**src/sv/mtes_pkg.sv**
```systemverilog
// shared constants for the multi timer expiry scheduler
// timer table sizing, time width, field widths, request function codes and result kind codes; no dependencies
package mtes_pkg;

  localparam int MAX_TIMERS = 16;
  localparam int TIME_BITS  = 32;

  // table index and entry count widths
  localparam int IDX_W = (MAX_TIMERS > 1) ? $clog2(MAX_TIMERS) : 1;
  localparam int CNT_W = $clog2(MAX_TIMERS + 1);

  // fixed field widths
  localparam int DELAY_W    = 31;
  localparam int TAG_W      = 8;
  localparam int KIND_W     = 2;
  localparam int OUT_TIME_W = 32;

  // sign bit of a time difference
  localparam logic [TIME_BITS-1:0] TIME_TOP = {1'b1, {(TIME_BITS-1){1'b0}}};

  // request function codes
  localparam logic FUNC_SET  = 1'b0;
  localparam logic FUNC_TICK = 1'b1;

  // result kind codes
  localparam logic [KIND_W-1:0] KIND_ACCEPT = 2'd0;
  localparam logic [KIND_W-1:0] KIND_FULL   = 2'd1;
  localparam logic [KIND_W-1:0] KIND_FIRE   = 2'd2;

endpackage

```
**src/sv/multi_timer_expiry_scheduler.sv**
```systemverilog
// channel   handshake             payload
// request   req_valid/req_stall   func, delay_ms, period_ms, handler_tag
// result    rsp_valid/rsp_stall   kind, fired_tag, fire_time, last
//
// a set transaction is accepted in idle, then its answer waits in flush for the result register
// a tick is accepted in idle, then makes one scan per fire plus a final scan, each
// walking the entries at the count of that scan, one entry per cycle through a
// single subtract and compare unit, then the flush state hands over the last fire
// reset clears time, entry count and control; table contents need no reset
// a stalled result holds; the sequencer waits on it only with another result ready
// depends on mtes_pkg
module multi_timer_expiry_scheduler (
  input  logic                          clk,
  input  logic                          rst,
  input  logic                          req_valid,
  output logic                          req_stall,
  input  logic                          func,
  input  logic [mtes_pkg::DELAY_W-1:0]  delay_ms,
  input  logic [mtes_pkg::DELAY_W-1:0]  period_ms,
  input  logic [mtes_pkg::TAG_W-1:0]    handler_tag,
  output logic                          rsp_valid,
  input  logic                          rsp_stall,
  output logic [mtes_pkg::KIND_W-1:0]   kind,
  output logic [mtes_pkg::TAG_W-1:0]    fired_tag,
  output logic [mtes_pkg::OUT_TIME_W-1:0] fire_time,
  output logic                          last
);
  import mtes_pkg::*;

  typedef enum logic [1:0] {
    ST_IDLE,
    ST_SCAN,
    ST_COMMIT,
    ST_FLUSH
  } state_t;

  state_t state;

  // timer table
  logic [TIME_BITS-1:0] expiry_time   [MAX_TIMERS];
  logic [DELAY_W-1:0]   reload_period [MAX_TIMERS];
  logic [TAG_W-1:0]     entry_tag     [MAX_TIMERS];
  logic [MAX_TIMERS-1:0] done;

  logic [TIME_BITS-1:0] now_ms;
  logic [CNT_W-1:0]     entry_count;
  logic [CNT_W-1:0]     idx;

  // best candidate of the current scan
  logic                 found;
  logic [IDX_W-1:0]     best_idx;
  logic [TIME_BITS-1:0] best_key;
  logic [TIME_BITS-1:0] best_exp;
  logic [DELAY_W-1:0]   best_per;
  logic [TAG_W-1:0]     best_tag;

  // result waiting for the next scan to tell whether it is the last one
  logic                 pend_valid;
  logic [KIND_W-1:0]    pend_kind;
  logic [TAG_W-1:0]     pend_tag;

  logic [IDX_W-1:0]     rd_idx;
  logic [TIME_BITS-1:0] rd_exp;
  logic [TIME_BITS-1:0] diff;
  logic [TIME_BITS-1:0] key;
  logic                 due;
  logic                 cand;
  logic                 slot_free;
  logic                 room;
  logic                 set_wr;
  logic                 commit_go;
  logic                 rsp_load;

  assign req_stall = (state != ST_IDLE);
  assign slot_free = !rsp_valid || !rsp_stall;
  assign room      = (entry_count < CNT_W'(MAX_TIMERS));

  // shared compare unit: one entry per scan cycle
  always_comb begin
    rd_idx = idx[IDX_W-1:0];
    rd_exp = expiry_time[rd_idx];
    diff   = rd_exp - now_ms;
    key    = diff ^ TIME_TOP;
    due    = (diff == '0) || diff[TIME_BITS-1];
    cand   = !done[rd_idx] && due && (!found || (key < best_key));
  end

  // table write strobes and result register load
  always_comb begin
    set_wr    = (state == ST_IDLE) && req_valid && (func == FUNC_SET) && room;
    commit_go = (state == ST_COMMIT) && found && (slot_free || !pend_valid);
    rsp_load  = (commit_go && pend_valid) || ((state == ST_FLUSH) && slot_free);
  end

  // table storage: append on set, reload or remove on fire
  always_ff @(posedge clk) begin
    if (set_wr) begin
      expiry_time[entry_count[IDX_W-1:0]]   <= now_ms + TIME_BITS'(delay_ms);
      reload_period[entry_count[IDX_W-1:0]] <= period_ms;
      entry_tag[entry_count[IDX_W-1:0]]     <= handler_tag;
    end else if (commit_go) begin
      if (best_per != '0) begin
        expiry_time[best_idx] <= best_exp + TIME_BITS'(best_per);
      end else begin
        for (int i = 0; i < MAX_TIMERS - 1; i++) begin
          if (i >= int'(best_idx)) begin
            expiry_time[i]   <= expiry_time[i+1];
            reload_period[i] <= reload_period[i+1];
            entry_tag[i]     <= entry_tag[i+1];
          end
        end
      end
    end
  end

  // sequencer, scan registers and result register
  always_ff @(posedge clk) begin
    if (rst) begin
      state       <= ST_IDLE;
      now_ms      <= '0;
      entry_count <= '0;
      idx         <= '0;
      found       <= 1'b0;
      done        <= '0;
      pend_valid  <= 1'b0;
      rsp_valid   <= 1'b0;
    end else begin
      // result valid: load a new result or release an accepted one
      if (rsp_load) begin
        rsp_valid <= 1'b1;
      end else if (rsp_valid && !rsp_stall) begin
        rsp_valid <= 1'b0;
      end
      unique case (state)
        ST_IDLE: begin
          if (req_valid) begin
            if (func == FUNC_SET) begin
              pend_kind  <= room ? KIND_ACCEPT : KIND_FULL;
              pend_tag   <= handler_tag;
              pend_valid <= 1'b1;
              if (room) begin
                entry_count <= entry_count + 1'b1;
              end
              state <= ST_FLUSH;
            end else begin
              now_ms <= now_ms + 1'b1;
              done   <= '0;
              idx    <= '0;
              found  <= 1'b0;
              state  <= ST_SCAN;
            end
          end
        end
        ST_SCAN: begin
          if (idx == entry_count) begin
            state <= ST_COMMIT;
          end else begin
            if (cand) begin
              found    <= 1'b1;
              best_idx <= rd_idx;
              best_key <= key;
              best_exp <= rd_exp;
              best_per <= reload_period[rd_idx];
              best_tag <= entry_tag[rd_idx];
            end
            idx <= idx + 1'b1;
          end
        end
        ST_COMMIT: begin
          if (!found) begin
            state <= pend_valid ? ST_FLUSH : ST_IDLE;
          end else if (slot_free || !pend_valid) begin
            // hand over the previous fire, it was not the last one
            if (pend_valid) begin
              kind      <= pend_kind;
              fired_tag <= pend_tag;
              fire_time <= OUT_TIME_W'(now_ms);
              last      <= 1'b0;
            end
            pend_valid <= 1'b1;
            pend_kind  <= KIND_FIRE;
            pend_tag   <= best_tag;
            if (best_per != '0) begin
              done[best_idx] <= 1'b1;
            end else begin
              for (int i = 0; i < MAX_TIMERS; i++) begin
                if (i >= int'(best_idx)) begin
                  done[i] <= (i < MAX_TIMERS - 1) ? done[(i+1) % MAX_TIMERS] : 1'b0;
                end
              end
              entry_count <= entry_count - 1'b1;
            end
            idx   <= '0;
            found <= 1'b0;
            state <= ST_SCAN;
          end
        end
        ST_FLUSH: begin
          if (slot_free) begin
            kind       <= pend_kind;
            fired_tag  <= pend_tag;
            fire_time  <= OUT_TIME_W'(now_ms);
            last       <= 1'b1;
            pend_valid <= 1'b0;
            state      <= ST_IDLE;
          end
        end
        default: begin
          state <= ST_IDLE;
        end
      endcase
    end
  end

endmodule

```
**config.mk**
```make
export PLATFORM = sky130hd
export DESIGN_NAME = multi_timer_expiry_scheduler
export DESIGN_NICKNAME = d
export VERILOG_FILES = /design/src/sv/mtes_pkg.sv /design/src/sv/multi_timer_expiry_scheduler.sv
export SDC_FILE = /design/constraint.sdc
export NUM_CORES = 2
export LEC_CHECK = 0
export BUFFER_PORTS_ARGS = -buffer_cell sky130_fd_sc_hd__clkbuf_2
export CORE_MARGIN = 10
export CORE_UTILIZATION = 57
export CTS_CLUSTER_SIZE = 14
export DETAILED_ROUTE_END_ITERATION = 16
export PLACE_DENSITY = 0.76
export SLEW_MARGIN = 30
export SYNTH_ARGS = -nofsm -noshare
export SYNTH_HDL_FRONTEND = slang
export SYNTH_SLANG_ARGS = --single-unit
export TNS_END_PERCENT = 5
```
**constraint.sdc**
```tcl
create_clock -name clk -period 13.2 [get_ports clk]
set_clock_uncertainty 0.1 [all_clocks]
set_input_delay 1.32 -clock clk [delete_from_list [all_inputs] [get_ports clk]]
set_output_delay 1.32 -clock clk [all_outputs]
set_load 0.01 [all_outputs]
```
==> qor.txt <==
Max-Slew Margin vs Limit: 27.8%
DRT Pass-1 Iters: 6
Setup TNS: 0 ns
Vias per cell: 6.63
Post_cts resized: 0
Psw: 3.08 mW
Slew @ Worst Pin: 1.08 ns
Int Pwr: 7.96 mW
Vias: 52,000
Hold Crit Depth: 0
Clk pwr share: 35.0%
Critical path fanouts, max: 77
Die ar.: 0.138 mm²
Area grow syn2layout: 10.0%
GRT Total Usage: 31.8%
YS warnings: 0
Pin count of the biggest net entering global routing: 131
Chip height: 371 µm
Fillers: 9,206
Layout cells sized above 1: 16.2%
Setup CP Type: reg -> reg
DR iter-0 viols: 8,270
EDFF count, synth: 1,296
Sequential share of power: 46.3%
Worst Path Required: 13.55 ns
Count leader, synth: nand2_1
Hold Path Class: reg -> reg
Reg area: 0.0403 mm²
CTS tree: yes
Drt wl/cell: 28.3 µm
Initial antenna violation count: 21
Final setup fails: 0
Fmax: 112 MHz
Clock buffer depth: 3
Core box area: 0.122 mm²
Syn Area/Cell: 11.4 µm²
Commonest cells in the synthesized netlist: nand2_1 (1,679), edfxtp_1 (1,296), nor2_1 (636), a21oi_1 (520), mux4_2 (360)
Post-CTS setup buffers: 0
CTS H-tree lvls: 4
Max capacitance violation total: 0
Footprint of the multi-input gates: 0.0285 mm²
FF-to-FF path depth: 27
Area post-placement: 0.0728 mm²
First-pass GRT wire length: 325,000 µm
I/O Pins: 120
Pre-CTS setup slack: 4.29 ns
Async SR Flop Fraction: 0%
TritonCTS Buffers: 141
Final Cell Area: 0.0772 mm²
Synth area leaders: edfxtp_1 (55%), mux4_2 (12%), nand2_1 (9.0%)
Gate power share: 18.7%
Fin nets: 6,307
Syn Nets: 6,356
Cells after Synth: 6,144
Static Leak: 27.9 nW
Dpl hpwl: 130,000 µm
Worst setup SP type: register
Max VDD drop: 137 µV
Vias in the first global route: 51,100
Row cnt: 128
Final antenna-violating net count: 0
Final Hold Fails: 0
Placer Congestion: 0.932
Top FF cell, synth: edfxtp_1
DR DRC count: 0
Cell area after synthesis: 0.0702 mm²
Hold-fix buffer count after cts: 0
Pwr per Cell Area: 143 mW/mm²
Yosys top cell area share: 55.4%
Final Cycle Share: 67.6%
Final wirelength: 222,000 µm
Outcome: finished clean
Final setup margin: 4.27 ns
Yosys reg bits: 1,363
Worst-path clk slew: 0.06 ns
GRT overflow: 0
Initial Util: 57.5%
Die width: 371 µm
Unrepaired setup endpoints after global routing: false
IO buf count: 119
CTS Sinks: 1,363
Sw frac: 27.9%
Worst skew pair latency: 0.79 ns
Largest area contributor in the netlist: edfxtp_1
Clk root buf: clkbuf_16
Max-slew violation count: 0
Worst Setup End Kind: register
Crit path arrival time: 9.28 ns
Post-synthesis sequential area ratio: 57.3%
Post-synth cell types: 96
Fin crit period: 8.93 ns
[per-stage QoR]
step           hold WS, ns  std cells  utilization [%]  total power [mW]
2_1_floorplan        0.300       6144                -              6.60
3_3_place_gp         0.311       7569             59.6              7.15
3_5_place_dp         0.311       7573             59.6              7.21
4_1_cts              0.325       7824             63.2              11.0
5_1_grt              0.339       7831             63.3              11.4
6_report             0.324       7839             63.3              11.0
[final timing paths]
check	startpoint	to	slack [ns]
max	register	best_exp[3]$_DFFE_PP_	4.27
min	pend_tag[5]$_DFFE_PP_	fired_tag[5]$_DFFE_PP_	0.32
max reg2reg	register	best_exp[3]$_DFFE_PP_	4.27
min reg2reg	pend_tag[5]$_DFFE_PP_	fired_tag[5]$_DFFE_PP_	0.32
[cell usage in the layout (no fill, tap or decap), drive strengths merged, types with 16 or more instances in the layout]
| cell type | netlist | final |
|---|---|---|
| clkinv | 0 | 46 |
| nand4 | 25 | 25 |
| xnor2 | 68 | 68 |
| nor2b | 30 | 30 |
| clkbuf | 330 | 310 |
| mux2 | 87 | 87 |
| a21o | 44 | 44 |
| edfxtp | 1296 | 1296 |
| o21ai | 155 | 155 |
| nor3 | 61 | 61 |
| nor4 | 17 | 17 |
| inv | 136 | 145 |
| a211oi | 68 | 68 |
| buf | 92 | 109 |
| nand3 | 41 | 41 |
| dfxtp | 67 | 67 |
| xor2 | 33 | 33 |
| nor2 | 637 | 637 |
| ha | 133 | 133 |
| a31oi | 19 | 19 |
| a21oi | 532 | 532 |
| mux4 | 360 | 360 |
| and2 | 16 | 16 |
| or3 | 17 | 17 |
| and3 | 16 | 16 |
| nand2 | 1679 | 1679 |
[kinds of logic (layout without fill, tap and decap cells)]
| family | count (synthesis) | in the layout | synth area share (%) |
|---|---|---|---|
| fa+ha+maj | 137 | 137 | 2.48 |
| other cells | 0 | 11 | 0 |
| mux | 460 | 460 | 13.1 |
| flops | 1363 | 1363 | 57.3 |
| compound gates | 936 | 936 | 7.98 |
| simple gates | 2589 | 2589 | 14.8 |
| buf+inv | 558 | 617 | 3.07 |
| xor+xnor | 101 | 101 | 1.26 |
[routing by layer]
| metal | vias up | track usage (%) | routed length (µm) |
|---|---|---|---|
| met5 | - | 0 | 149 |
| met4 | 24 | 17.5 | 13400 |
| met3 | 882 | 8.46 | 30600 |
| met2 | 4000 | 49.7 | 101000 |
| met1 | 25000 | 40.2 | 76000 |
| li1 | 22100 | - | - |
[sequential cells by signal, summed over array words and instances, names as in the netlist, 2 cells and up, named ones only]
| register | flops |
|---|---|
| state | 2 |
| entry_tag | 128 |
| fired_tag | 8 |
| best_idx | 4 |
| pend_tag | 8 |
| entry_count | 5 |
| fire_time | 32 |
| reload_period | 496 |
| done | 16 |
| expiry_time | 512 |
| best_tag | 8 |
| kind | 2 |
| now_ms | 32 |
| best_per | 31 |
| idx | 5 |
| pend_kind | 2 |
| best_key | 32 |
| best_exp | 32 |
[area by class of cell]
| cell class | instances | area share, % |
|---|---|---|
| flip-flops and latches | 1363 | 52.1 |
| multi-input cells | 4223 | 36.9 |
| diodes | 11 | 0.0356 |
| clock inverters | 62 | 0.666 |
| well taps | 1625 | 2.63 |
| clock buffers | 189 | 4.94 |
| repair buffers | 230 | 2.03 |
| inverters | 136 | 0.661 |
[worst max-delay path, cell delays in order, from the launching register on]
cell	delay, ns
dfxtp_4	0.71
buf_12	0.33
buf_16	0.41
mux4_2	0.60
mux4_2	0.54
ha_1	0.48
nand4_1	0.24
nor4_2	0.33
o211ai_1	0.29
a21oi_1	0.39
o211ai_1	0.20
a21oi_1	0.17
o22ai_1	0.11
xnor2_1	0.23
inv_1	0.09
ha_1	0.29
nand4_1	0.14
nor2_1	0.06
nand3_1	0.11
a31oi_1	0.06
o41ai_1	0.29
o311ai_0	0.32
nor2_1	0.20
a22oi_2	0.15
nor3_4	0.15
buf_4	0.52
buf_4	0.50
buf_12	0.30
[power by group through the flow]
| stage | Sequential, mW | Clock [mW] | Combinational [mW] |
|---|---|---|---|
| final | 5.11 | 3.87 | 2.07 |
| after global routing | 5.12 | 4.02 | 2.24 |
| after CTS | 5.10 | 3.86 | 2.03 |
| after detailed placement | 5.19 | 0 | 2.01 |
| after global placement | 5.19 | 0 | 1.97 |
| after floorplan | 5.13 | 0 | 1.47 |
(Power assumes the default switching activity.)
